===== src/design/assert_macros.svh =====
// assertion helpers shared by the rtl
`ifndef ASSERT_MACROS_SVH
`define ASSERT_MACROS_SVH

// same-cycle implication, disabled during reset
`define ASSERT_IMPLIES(label, clk, rst, lhs, rhs, msg) \
  label: assert property (@(posedge clk) disable iff (rst) (lhs) |-> (rhs)) \
    else $error(msg);

// next-cycle implication, disabled during reset
`define ASSERT_NEXT(label, clk, rst, lhs, rhs, msg) \
  label: assert property (@(posedge clk) disable iff (rst) (lhs) |=> (rhs)) \
    else $error(msg);

`endif


===== src/design/ipv4v_pkg.sv =====
// ----------------------------------------------------------------------------
// ipv4v_pkg
// types and constants of the ipv4 literal validator
// ----------------------------------------------------------------------------
`default_nettype none

package ipv4v_pkg;

  typedef struct packed {
    logic [7:0] char_code;
    logic       has_char;
    logic       last;
  } char_item_t;

  typedef struct packed {
    logic [1:0]  status;
    logic [31:0] address;
  } result_t;

  // character classes
  localparam logic [2:0] CLS_NONE  = 3'd0;
  localparam logic [2:0] CLS_WS    = 3'd1;
  localparam logic [2:0] CLS_DIGIT = 3'd2;
  localparam logic [2:0] CLS_DOT   = 3'd3;
  localparam logic [2:0] CLS_OTHER = 3'd4;

  typedef struct packed {
    logic [2:0] cls;
    logic [3:0] digit;
    logic       last;
  } token_t;

  // parse phases
  localparam logic [2:0] PH_LEAD = 3'd0;
  localparam logic [2:0] PH_BODY = 3'd1;
  localparam logic [2:0] PH_FAIL = 3'd2;

  // result status codes
  localparam logic [1:0] ST_VALID    = 2'd0;
  localparam logic [1:0] ST_EMPTY    = 2'd1;
  localparam logic [1:0] ST_NOT_IPV4 = 2'd2;
  localparam logic [1:0] ST_NOT_LOCAL = 2'd3;

  localparam logic [7:0] CHAR_DOT  = 8'h2e;
  localparam logic [7:0] CHAR_ZERO = 8'h30;
  localparam logic [7:0] CHAR_NINE = 8'h39;

  localparam logic [2:0] LAST_DOT_COUNT = 3'd3;
  localparam logic [11:0] OCTET_MAX = 12'd255;

endpackage

`default_nettype wire


===== src/design/ipv4v_front.sv =====
// ----------------------------------------------------------------------------
// ipv4v_front
// classifies one incoming character into a parse token
// ----------------------------------------------------------------------------
`default_nettype none

module ipv4v_front (
  input  ipv4v_pkg::char_item_t item,
  output ipv4v_pkg::token_t     token
);
  import ipv4v_pkg::*;

  logic [7:0] c;
  logic [7:0] digit_full;

  assign c          = item.char_code;
  assign digit_full = c - CHAR_ZERO;

  always_comb begin
    token.last  = item.last;
    token.digit = digit_full[3:0];
    if (!item.has_char) begin
      token.cls = CLS_NONE;
    end else if (c inside {[8'd9:8'd13], 8'd32}) begin
      token.cls = CLS_WS;
    end else if (c inside {[CHAR_ZERO:CHAR_NINE]}) begin
      token.cls = CLS_DIGIT;
    end else if (c == CHAR_DOT) begin
      token.cls = CLS_DOT;
    end else begin
      token.cls = CLS_OTHER;
    end
  end

endmodule

`default_nettype wire


===== src/design/ipv4v_queue.sv =====
// ----------------------------------------------------------------------------
// ipv4v_queue
// two-entry token queue between front and back
// ----------------------------------------------------------------------------
`default_nettype none

module ipv4v_queue (
  input  logic              clk,
  input  logic              rst,
  input  logic              push,
  input  ipv4v_pkg::token_t push_token,
  output logic              full,
  input  logic              pop,
  output logic              not_empty,
  output ipv4v_pkg::token_t pop_token
);
  import ipv4v_pkg::*;

  token_t     mem [2];
  logic       wr_ptr;
  logic       rd_ptr;
  logic [1:0] count;
  logic       do_push;
  logic       do_pop;

  assign full      = (count == 2'd2);
  assign not_empty = (count != 2'd0);
  assign do_push   = push && !full;
  assign do_pop    = pop && not_empty;
  assign pop_token = mem[rd_ptr];

  always_ff @(posedge clk) begin
    if (do_push) begin
      mem[wr_ptr] <= push_token;
    end
  end

  always_ff @(posedge clk) begin
    if (rst) begin
      wr_ptr <= 1'b0;
      rd_ptr <= 1'b0;
      count  <= 2'd0;
    end else begin
      if (do_push) begin
        wr_ptr <= !wr_ptr;
      end
      if (do_pop) begin
        rd_ptr <= !rd_ptr;
      end
      case ({do_push, do_pop})
        2'b10:   count <= count + 2'd1;
        2'b01:   count <= count - 2'd1;
        default: count <= count;
      endcase
    end
  end

endmodule

`default_nettype wire


===== src/design/ipv4v_back.sv =====
// ----------------------------------------------------------------------------
// ipv4v_back
// parse state machine and result register
// ----------------------------------------------------------------------------
`default_nettype none

module ipv4v_back (
  input  logic               clk,
  input  logic               rst,
  input  logic               tok_valid,
  input  ipv4v_pkg::token_t  tok,
  output logic               tok_take,
  output logic               result_valid,
  input  logic               result_stall,
  output ipv4v_pkg::result_t result_data
);
  import ipv4v_pkg::*;

  logic [2:0]  phase, phase_next;
  logic [2:0]  octet_count, octet_count_next;
  logic [7:0]  digit_value, digit_value_next;
  logic        digit_seen, digit_seen_next;
  logic [23:0] done_octets, done_octets_next;
  logic        pending_space, pending_space_next;
  logic [11:0] scaled;
  logic [31:0] addr;
  logic        is_local;
  result_t     res_next;
  logic        out_free;

  assign out_free = !result_valid || !result_stall;
  assign tok_take = tok_valid && (!tok.last || out_free);

  // running octet value times ten plus the new digit
  assign scaled = {1'b0, digit_value, 3'b000} + {3'b000, digit_value, 1'b0}
                + {8'd0, tok.digit};

  always_comb begin
    phase_next         = phase;
    octet_count_next   = octet_count;
    digit_value_next   = digit_value;
    digit_seen_next    = digit_seen;
    done_octets_next   = done_octets;
    pending_space_next = pending_space;
    if (phase != PH_FAIL) begin
      case (tok.cls)
        CLS_NONE: begin
        end
        CLS_WS: begin
          if (phase == PH_BODY) begin
            pending_space_next = 1'b1;
          end
        end
        default: begin
          phase_next = PH_BODY;
          if (pending_space) begin
            phase_next = PH_FAIL;
          end else if (tok.cls == CLS_DIGIT) begin
            if (scaled > OCTET_MAX) begin
              phase_next = PH_FAIL;
            end else begin
              digit_value_next = scaled[7:0];
              digit_seen_next  = 1'b1;
            end
          end else if (tok.cls == CLS_DOT) begin
            if (!digit_seen || octet_count >= LAST_DOT_COUNT) begin
              phase_next = PH_FAIL;
            end else begin
              done_octets_next = {done_octets[15:0], digit_value};
              octet_count_next = octet_count + 3'd1;
              digit_value_next = 8'd0;
              digit_seen_next  = 1'b0;
            end
          end else begin
            phase_next = PH_FAIL;
          end
        end
      endcase
    end
  end

  assign addr = {done_octets_next, digit_value_next};

  // loopback and private ranges
  always_comb begin
    is_local = (addr[31:24] == 8'd127) || (addr[31:24] == 8'd10)
            || (addr[31:24] == 8'd172 && addr[23:16] inside {[8'd16:8'd31]})
            || (addr[31:24] == 8'd192 && addr[23:16] == 8'd168);
  end

  always_comb begin
    res_next.address = 32'd0;
    if (phase_next == PH_LEAD) begin
      res_next.status = ST_EMPTY;
    end else if (phase_next == PH_FAIL || octet_count_next != LAST_DOT_COUNT
                 || !digit_seen_next) begin
      res_next.status = ST_NOT_IPV4;
    end else if (is_local) begin
      res_next.status  = ST_VALID;
      res_next.address = addr;
    end else begin
      res_next.status = ST_NOT_LOCAL;
    end
  end

  always_ff @(posedge clk) begin
    if (rst) begin
      phase         <= PH_LEAD;
      octet_count   <= 3'd0;
      digit_value   <= 8'd0;
      digit_seen    <= 1'b0;
      done_octets   <= 24'd0;
      pending_space <= 1'b0;
    end else if (tok_take) begin
      if (tok.last) begin
        phase         <= PH_LEAD;
        octet_count   <= 3'd0;
        digit_value   <= 8'd0;
        digit_seen    <= 1'b0;
        done_octets   <= 24'd0;
        pending_space <= 1'b0;
      end else begin
        phase         <= phase_next;
        octet_count   <= octet_count_next;
        digit_value   <= digit_value_next;
        digit_seen    <= digit_seen_next;
        done_octets   <= done_octets_next;
        pending_space <= pending_space_next;
      end
    end
  end

  always_ff @(posedge clk) begin
    if (rst) begin
      result_valid <= 1'b0;
    end else if (tok_take && tok.last) begin
      result_valid <= 1'b1;
    end else if (!result_stall) begin
      result_valid <= 1'b0;
    end
  end

  always_ff @(posedge clk) begin
    if (tok_take && tok.last) begin
      result_data <= res_next;
    end
  end

endmodule

`default_nettype wire


===== src/design/ipv4_literal_validator.sv =====
// ----------------------------------------------------------------------------
// ipv4_literal_validator
// checks a host string for a loopback or private dotted-decimal ipv4 address
// ----------------------------------------------------------------------------
// usage
//   char channel: one character per transfer (char_valid, char_stall,
//   char_data); has_char low marks an item with no character, last marks
//   the end of the string
//   result channel: one transfer per string, issued for the item with last
//   set; status plus the packed address (zero unless status is valid)
//   result timing: a result is presented the cycle after its last character
//   leaves the queue, and each character first passes the queue register
//   throughput: one character per cycle while char_stall is low; the parse
//   state update is a registered step in the back end
//   a two-entry token queue sits between the classifier and the parser;
//   char_stall rises only when that queue is full
//   while result_valid and result_stall are high the result register holds;
//   characters without last keep flowing, a last character waits in the queue
//   reset: queue emptied, parse state back to leading whitespace, no result
// ----------------------------------------------------------------------------
`default_nettype none

module ipv4_literal_validator (
  input  logic                  clk,
  input  logic                  rst,
  input  logic                  char_valid,
  output logic                  char_stall,
  input  ipv4v_pkg::char_item_t char_data,
  output logic                  result_valid,
  input  logic                  result_stall,
  output ipv4v_pkg::result_t    result_data
);
  import ipv4v_pkg::*;

  `include "assert_macros.svh"

  token_t front_token;
  token_t queue_token;
  logic   queue_full;
  logic   queue_not_empty;
  logic   back_take;

  // character classification
  ipv4v_front u_front (
    .item  (char_data),
    .token (front_token)
  );

  // decoupling queue
  ipv4v_queue u_queue (
    .clk        (clk),
    .rst        (rst),
    .push       (char_valid),
    .push_token (front_token),
    .full       (queue_full),
    .pop        (back_take),
    .not_empty  (queue_not_empty),
    .pop_token  (queue_token)
  );

  assign char_stall = queue_full;

  // parser and result register
  ipv4v_back u_back (
    .clk          (clk),
    .rst          (rst),
    .tok_valid    (queue_not_empty),
    .tok          (queue_token),
    .tok_take     (back_take),
    .result_valid (result_valid),
    .result_stall (result_stall),
    .result_data  (result_data)
  );

  // assertions
  `ASSERT_IMPLIES(a_addr_zero, clk, rst,
    result_valid && result_data.status != ST_VALID,
    result_data.address == 32'd0, "address not zero on a failed result")
  `ASSERT_IMPLIES(a_addr_local, clk, rst,
    result_valid && result_data.status == ST_VALID,
    result_data.address[31:24] == 8'd127 || result_data.address[31:24] == 8'd10
      || result_data.address[31:24] == 8'd172 || result_data.address[31:24] == 8'd192,
    "valid result outside local ranges")
  `ASSERT_IMPLIES(a_reset_idle, clk, rst, $past(rst), !result_valid,
    "result valid right after reset")
  `ASSERT_NEXT(a_take_needs_token, clk, rst, !queue_not_empty && !char_valid,
    !back_take, "parser took a token from an empty queue")

endmodule

`default_nettype wire

===== config.mk =====
export PLATFORM = sky130hd
export DESIGN_NAME = ipv4_literal_validator
export DESIGN_NICKNAME = d
export VERILOG_FILES = /design/src/design/ipv4v_pkg.sv /design/src/design/ipv4v_front.sv /design/src/design/ipv4v_queue.sv /design/src/design/ipv4v_back.sv /design/src/design/ipv4_literal_validator.sv
export VERILOG_INCLUDE_DIRS = /design/src /design/src/design
export SDC_FILE = /design/constraint.sdc
export NUM_CORES = 1
export LEC_CHECK = 0
export ABC_AREA = 1
export BUFFER_PORTS_ARGS = -buffer_cell sky130_fd_sc_hd__buf_2
export CAP_MARGIN = 25
export CORE_MARGIN = 5
export CORE_UTILIZATION = 54
export DETAILED_ROUTE_END_ITERATION = 16
export GPL_TIMING_DRIVEN = 0
export HOLD_SLACK_MARGIN = 0.03
export PLACE_DENSITY = 0.77
export SLEW_MARGIN = 0
export SYNTH_ARGS = -nofsm -noshare
export SYNTH_HDL_FRONTEND = slang
export SYNTH_SLANG_ARGS = --single-unit

===== constraint.sdc =====
create_clock -name clk -period 3.4 [get_ports clk]
set_clock_uncertainty 0.2 [all_clocks]
set_input_delay 0.51 -clock clk [delete_from_list [all_inputs] [get_ports clk]]
set_output_delay 0.51 -clock clk [all_outputs]
set_load 0.05 [all_outputs]

======== Yosys cells after proc, flatten, opt, wreduce, memory -nomap -nowiden ========
Memory sizes are Yosys's and may differ from the RTL's. A register that Yosys moved wholly into a read port is not among the register bits.
Cells that the tools add are included.
storage, ports and cells
  register bits after elaboration ......... 79
  latch bits .............................. 0
  RAM bits ................................ 16
  memories kept ........................... 1
  bits in read-only memories .............. 0
memories
  memory       words  bits a word  rd ports  clocked after memory_dff  wr ports  RTL line           RTL
  u_queue.mem  2      8            1         1                         1         ipv4v_queue.sv:19  token_t mem [2];
operators by class
  multiply operators ...................... 0
  equal/unequal tests ..................... 18
  $add $sub $neg .......................... 6
  multiplexer cells ....................... 55
  bitwise gates (word level) .............. 1
  shift operators ......................... 0
  reductions and logical operators ........ 36
  div/mod/pow operators ................... 0
  order comparisons ....................... 8
operators with widths
  cell                 count
  $mux 24              7
  $mux 8               8
  $mux 3               16
  $eq 8x8->1 const B   3
  $mux 1               18
  $eq 8x6->1 const B   2
  $add 11x9->12        1
  $add 12x4->12        1
  $gt 12x8->1 const B  1
  $reduce_bool 2->1    6
  $mux 2               5
  $eq 3x2->1 const B   3
  $logic_and 1x1->1    9
  $eq 8x4->1 const B   1
  $eq 8x7->1 const B   1
  $ge 8x4->1 const B   1
  $ge 8x5->1 const B   1
  $ge 8x6->1 const B   1
  $le 8x4->1 const B   1
  $le 8x5->1 const B   1
  $le 8x6->1 const B   1
  $logic_not 1->1      8
  $logic_or 1x1->1     8
  $eq 3x1->1 const B   2
  15 further kinds     18

======== Longest topological paths before layout ========
Gate-level depths: netlist of the first run.
  depth after elaboration ................. 15
  gate-level depth with buffers ........... 23
  depth with buffers taken out ............ 21

======== Hierarchy ========
Synthesis of the first run repeated with hierarchy kept, for this count alone.
second synthesis, totals
  cell total of the unflattened synthesis .. 680
  area total of the unflattened synthesis .. 5358.9 µm²
by module, submodules not included
  module       sequential area each (µm²)  times used  cells each  area each (µm²)
  ipv4v_back   1841.8                      1           580         4310.4
  ipv4v_queue  580.6                       1           65          849.6
  ipv4v_front  0.0                         1           35          198.9

======== Worst setup path before layout of the first run ========
No wires, ideal clock.
  kind .................................... register -> register
  start point ............................. register with a tool-made name
  end point ............................... register u_back.result_data[10] (netlist name)
  data required time ...................... 2.939 ns
  stages on the path, launching flop included .. 20
  path buffers ............................ 2
  arrival time ............................ 2.984 ns
  clock period less this slack ............ 3.445 ns
  path slack .............................. -0.045 ns
  library setup time ...................... 0.261 ns
  path through ............................ dfxtp_1 -> buf_6 -> mux2i_1 -> fa_1 -> fa_1 -> o21ai_0 -> nand3_1 -> nand2_1 -> nand2_1 -> nand2_1 -> nor2_1 -> nand2_1 -> nand2_1 -> nand2_1 -> nand3_1 -> nand2_1 -> inv_1 -> nand3_4 -> buf_2 -> nor2_1

==> results.cfg, run 1 <==
[logic_synthesis]
ys_types = 42
async_flop_share_pct = 0
synth_edf_count = 50
yosys_warnings = 0
ys_ff_latch = 96
synth.top_cell.area_share_pct = 29.1
netlist.top_cell.by_area = edfxtp_1
synth_common_cells = nand2_1, inv_1, nor2_1
syn_avg_cell_area_um2 = 7.71
yosysMostFrequentCell = nand2_1
syn_area_um2 = 5170
synth_area_leaders = edfxtp_1, dfxtp_1, nand2_1
syn-num-nets = 704
syn_inst = 670
yosys_most_used_dff = edfxtp_1
ys_seq_area_share_pct = 46.9

[sta]
finalSetupViolCount = 14
worstMarginPinSlew_ps = 699
grt_setup_unrepaired = true
max_slew_margin_pct = 53.2
period_share_pct = 101
slew_viol_final = 0
hold_viol = 0
fmax_ghz = 0.292
fin_ws_ps = -21.1
min_period_ps = 3420

[power_and_ir_drop]
clockPowerShare_pct = 19.4
total_power_mw = 3.87
switchingPower_mw = 1.69
powerDensity_nw_per_um2 = 639
vdd_drop_max_mv = 0.494
p_comb_share_pct = 41.6
leakage_nw = 2.54
p_int_mw = 2.18
switching_share_pct = 43.7
power_frac_seq_pct = 39.0

[layout]
fin_nets = 774
area_growth_syn_to_layout_pct = 17.2
final_layout_size_suffix_gt1_share_pct = 21.1
antennaDiodeCount = 0
final_cell_area_um2 = 6060
layout.cells.non_filler = 874

[status]
outcome = finished, violations left
violations = negative setup slack

[grt]
antenna_found_initial = 0
grt_remaining_overflow = 0
grt_max_degree = 30
first_global_vias = 4251
grt_pass1_wl_mm = 19.9
grt_usage_pct = 21.4

[detailed_routing]
ant_nets = 0
drc = 0
drt-initial-drc-count = 278
via_per_inst = 5.19
first_pass_iters = 5
wl_mm = 12.1
post_drt_wl_per_cell_um = 13.9
dr_total_vias = 4540

[clock_tree]
cts_root_buffer = clkbuf_8
cts_tree = done
clk_latency_ps = 370
cts_buffer_depth = 2
path_clk_slew_ps = 90
cts_buffers = 9
htreeDepth = 3
cts_num_sinks = 96

[hold_path]
min_path_type = in2reg

[setup_path]
cp-end-kind = register
crit_path_max_fanout = 7
worstPathRequired_ps = 3310
crit_type = reg2reg
cp-start-kind = register
arrival_ps = 3330

[placement]
place_congestion = 0.890
dp.cells = 848
port_buffers = 48
placed_cell_area_um2 = 5600
dpl.hpwl_mm = 8.81

[die]
die_w_um = 108
initial_core_util_pct = 55.6
rows = 35
die_y_um = 108
io_pins = 50
die_area_um2 = 11600
core_area_um2 = 9280

[job]
cap_violations = 0
==> cell families (layout without fill, tap and decap cells) <==
family	Yosys count	after routing	share of synthesized area [%]
simple gates	355	355	29.4
fa+ha+maj	20	20	5.13
mux	1	1	0.194
flops	96	96	46.9
buf+inv	114	189	9.13
xor+xnor	6	6	1.16
compound gates	78	78	8.09
==> registers in the layout, summed over array words and instances, names as in the netlist, named ones only <==
register / cells
u_back.digit_value: 8
u_queue.mem: 16
u_back.result_valid: 1
u_back.pending_space: 1
u_queue.wr_ptr: 1
u_back.result_data: 34
u_queue.count: 2
u_back.done_octets: 24
u_queue.rd_ptr: 1
u_back.phase: 3
u_back.octet_count: 3
u_back.digit_seen: 1
==> worst paths after layout <==
path,cells after the start,slack [ps],end,startpoint
worst max-delay path,19,-20,u_back.result_data[12],register
worst min-delay path,1,140,u_queue.mem[1][0],char_data[0]
worst max register to register,19,-20,u_back.result_data[12],register
worst min register to register,2,270,u_back.done_octets[23],u_back.done_octets[23]
==> cells in the final DEF, fill, tap and decap left out, types with 2 or more instances in the layout <==
cell        instances
buf_6               7
clkbuf_1           14
o22ai_1             8
nand2_2            14
nand4_1             2
nand3_2             7
edfxtp_1           50
dfxtp_1            45
nor3_1              6
xnor2_1             4
o21bai_1            2
inv_2               4
buf_2              51
nor2_4              3
inv_6               2
nand3_4             2
nor2_2             25
o21ai_0            18
nand2_4             2
clkinvlp_4          2
nand3_1            34
inv_1              84
buf_4              11
clkbuf_8            9
or2_2               4
ha_1               18
a21oi_2             2
o21ai_1             2
nand3b_1            6
a21oi_1            39
nand2_1           194
nor2_1             53
==> metal layers <==
| metal | track usage (%) | vias up | part of all wire, % |
|---|---|---|---|
| met4 | 6.49 | 0 | 1.3 |
| met5 | 0 | - | 0 |
| li1 | - | 2289 | - |
| met1 | 28.9 | 2091 | 44 |
| met2 | 35.2 | 145 | 48 |
| met3 | 3.54 | 15 | 6.9 |
==> cell type report <==
type                    count  area (um2)
fillers                   828        3230
plain buffers              24         143
multi-input cells         460        2440
inverters                  90         343
clock buffers              10         128
clock inverters             6        67.6
well taps                 129         161
repair buffers             59         350
flip-flops and latches     96        2420
==> worst max-delay path: stages, from the launching register on <==
cell	delay [ps]
dfxtp_2	330
buf_6	130
mux2i_4	240
fa_1	480
fa_2	400
o21ai_4	190
nand3_2	110
nand2_1	90
nand2_1	60
nand2_2	70
nor2_4	50
nand2_2	90
nand2_2	70
nand2_4	90
nand3_2	70
nand2_2	110
inv_2	50
nand3_4	130
buf_6	150
nor2_2	40
==> power groups by stage <==
stage	combinational [mW]	sequential (mW)	clock, mW
finish	1.61	1.51	0.750
global route	1.74	1.53	0.798
CTS	1.58	1.51	0.749
detailed placement	1.54	1.53	0
global placement	1.46	1.53	0
floorplan	0.714	1.95	0
==> metrics by stage <==
stage | util (%) | hold slack, ps | TNS [ps] | setup WS [ps]
after floorplan | - | 245 | 0 | 35.7
after global placement | 60.0 | 253 | -16830 | -511
after detailed placement | 60.3 | 256 | -22280 | -683
after CTS | 63.9 | 132 | 0 | 2.54
after global routing | 65.2 | 130 | -5470 | -197
final | 65.2 | 135 | -119 | -21.1
==> repair_timing <==
item,CTS,global route
setup endpoints to repair,44,39
pin swaps,7,13
setup buffers,5,2
endpoints found under the hold margin,0,0
gates resized for setup,27,36
gates cloned,2,1
hold buffers,0,0
Power figures use the tool's default switching activity.
==> inputs of run 2 (changes only) <==
--- a/config.mk
+++ b/config.mk
@@ -14,7 +14,8 @@
 export DETAILED_ROUTE_END_ITERATION = 16
 export GPL_TIMING_DRIVEN = 0
 export HOLD_SLACK_MARGIN = 0.03
-export PLACE_DENSITY = 0.77
+export PLACE_DENSITY_LB_ADDON = 0.25
+export RECOVER_POWER = 50
 export SLEW_MARGIN = 0
 export SYNTH_ARGS = -nofsm -noshare
 export SYNTH_HDL_FRONTEND = slang
==> results.cfg, run 2 (synthesized netlist as in run 1, its figures left out) <==
[setup_path]
crit_path_max_fanout = 6
crit_slowest_cell = fa_1
cp-end-kind = register
crit_type = reg2reg
cp-start-kind = register
crit_buf_inv = 3
crit_chain = buf_6 > mux2i_4 > fa_1 > fa_2 > o21ai_4 > nand3b_1 > nand2_2 > nand2_2 > nand2_2 > nor2_4 > nand2_2 > nand2_2 > nand2_4 > nand3_2 > nand2_2 > inv_2 > nand3_4 > buf_6 > nor2_2
worst_path_largest_cell_delay_ps = 470
r2r-end = u_back.result_data[11]
r2r_cells = 19
worstPathRequired_ps = 3320
critPathTopFamily = simple AND/OR/NAND/NOR gates
regToRegSetupSlack_ps = -10
path_common_cell = nand2_2
arrival_ps = 3330

[layout]
reg_top3 = u_back.result_data: 34 flops, u_back.done_octets: 24 flops, u_queue.mem: 16 flops
final_common_cell = nand2_1
final_cell_mix = nand2_1, inv_1, nor2_1
area_growth_syn_to_layout_pct = 15.9
largest_register_ffs = 34
top_register = u_back.result_data
final_layout_size_suffix_gt1_share_pct = 15.8
fin_nets = 776
final_cell_area_um2 = 5990
layout.cells.non_filler = 876
n_fill_cell = 840
antennaDiodeCount = 0

[status]
outcome = finished, violations left
violations = negative setup slack

[die]
die_y_um = 108
die_w_um = 108
rows = 35
io_pins = 50
initial_core_util_pct = 55.6
core_area_um2 = 9280
die_area_um2 = 11600

[detailed_routing]
post_drt_wl_per_cell_um = 13.7
dr_total_vias = 4548
first_pass_iters = 9
via_per_inst = 5.19
ant_nets = 0
drc = 0
drt-initial-drc-count = 305
wl_mm = 12.0

[grt]
grt_usage_pct = 20.6
grt_pass1_wl_mm = 19.0
grt_remaining_overflow = 0
first_global_vias = 4028
grt_max_degree = 19
antenna_found_initial = 0

[hold_path]
min_path_type = in2reg
hold_path_end = u_queue.mem[1][0]
min-delay-start = char_data[0]
hold_path_depth = 1

[clock_tree]
cts_buffer_depth = 2
clk_latency_ps = 370
cts_root_buffer = clkbuf_8
cts_hold_buf = 0
cts_tree = done
cts_num_sinks = 96
path_clk_slew_ps = 90
cts_buffers = 9
htreeDepth = 3

[sta]
grt_setup_unrepaired = true
fmax_ghz = 0.293
period_share_pct = 100
fin_ws_ps = -10.8
hold_viol = 0
slew_viol_final = 0
finalSetupViolCount = 12
max_slew_margin_pct = 44.5
worstMarginPinSlew_ps = 823
whs_ps = 137
min_period_ps = 3410

[placement]
placed_cell_area_um2 = 5580
dpl.hpwl_mm = 8.65
port_buffers = 48
place_congestion = 0.922
dp.cells = 848
dp_slack_ps = -618

[power_and_ir_drop]
vdd_drop_max_mv = 0.532
powerDensity_nw_per_um2 = 624
leakage_nw = 2.42

[job]
cap_violations = 0
==> run 2: final cells by class <==
type | instances | area (um2) | area share, %
inverters | 90 | 343 | 5.73
well taps | 129 | 161 | 2.70
multi-input cells | 460 | 2440 | 40.7
repair buffers | 61 | 303 | 5.06
plain buffers | 24 | 146 | 2.45
flip-flops and latches | 96 | 2420 | 40.5
clock buffers | 10 | 128 | 2.13
clock inverters | 6 | 45.0 | 0.753
==> run 2: per-layer routing <==
metal	up-vias	share of wire (%)	routed length [um]	global-route usage [%]
met2	148	46	5500	32.0
li1	2289	-	-	-
met1	2090	46	5540	29.5
met4	0	1.5	184	6.31
met5	-	0	0	0
met3	21	6.5	775	3.30
==> run 2: metrics by stage <==
stage                     power (mW)  utilization [%]  setup TNS, ps
after CTS                       3.76             63.5              0
after floorplan                 2.67                -              0
after detailed placement        3.05             60.1         -20810
after global placement          3.00             60.0         -18010
final                           3.74             64.5          -64.6
after global routing            3.94             64.5          -4310
==> run 2: timing repair <==
action | CTS | global route
pin swaps | 5 | 12
endpoints found under the setup margin | 44 | 36
cloned | 0 | 2
buffers inserted | 7 | 3
resized for setup | 22 | 40
==> run 2: how the worst max path moves through the flow <==
stage	from	endpoint	slack, ps	cells past startpoint
final	register	u_back.result_data[11]	-10	19
after global placement	register	u_back.result_data[10]	-540	18
after floorplan	register	u_back.result_data[10]	40	19
after detailed placement	register	u_back.result_data[0]	-620	18
after global routing	register	u_back.result_data[11]	-150	19
after CTS	register	u_back.result_data[4]	8	16
==> run 2: report_power, final <==
part / internal [mW] / total, mW / switching [mW]
logic: 0.335 / 1.55 / 1.22
clock network: 0.269 / 0.677 / 0.408
registers: 1.45 / 1.51 / 0.0619
total: 2.05 / 3.74 / 1.69
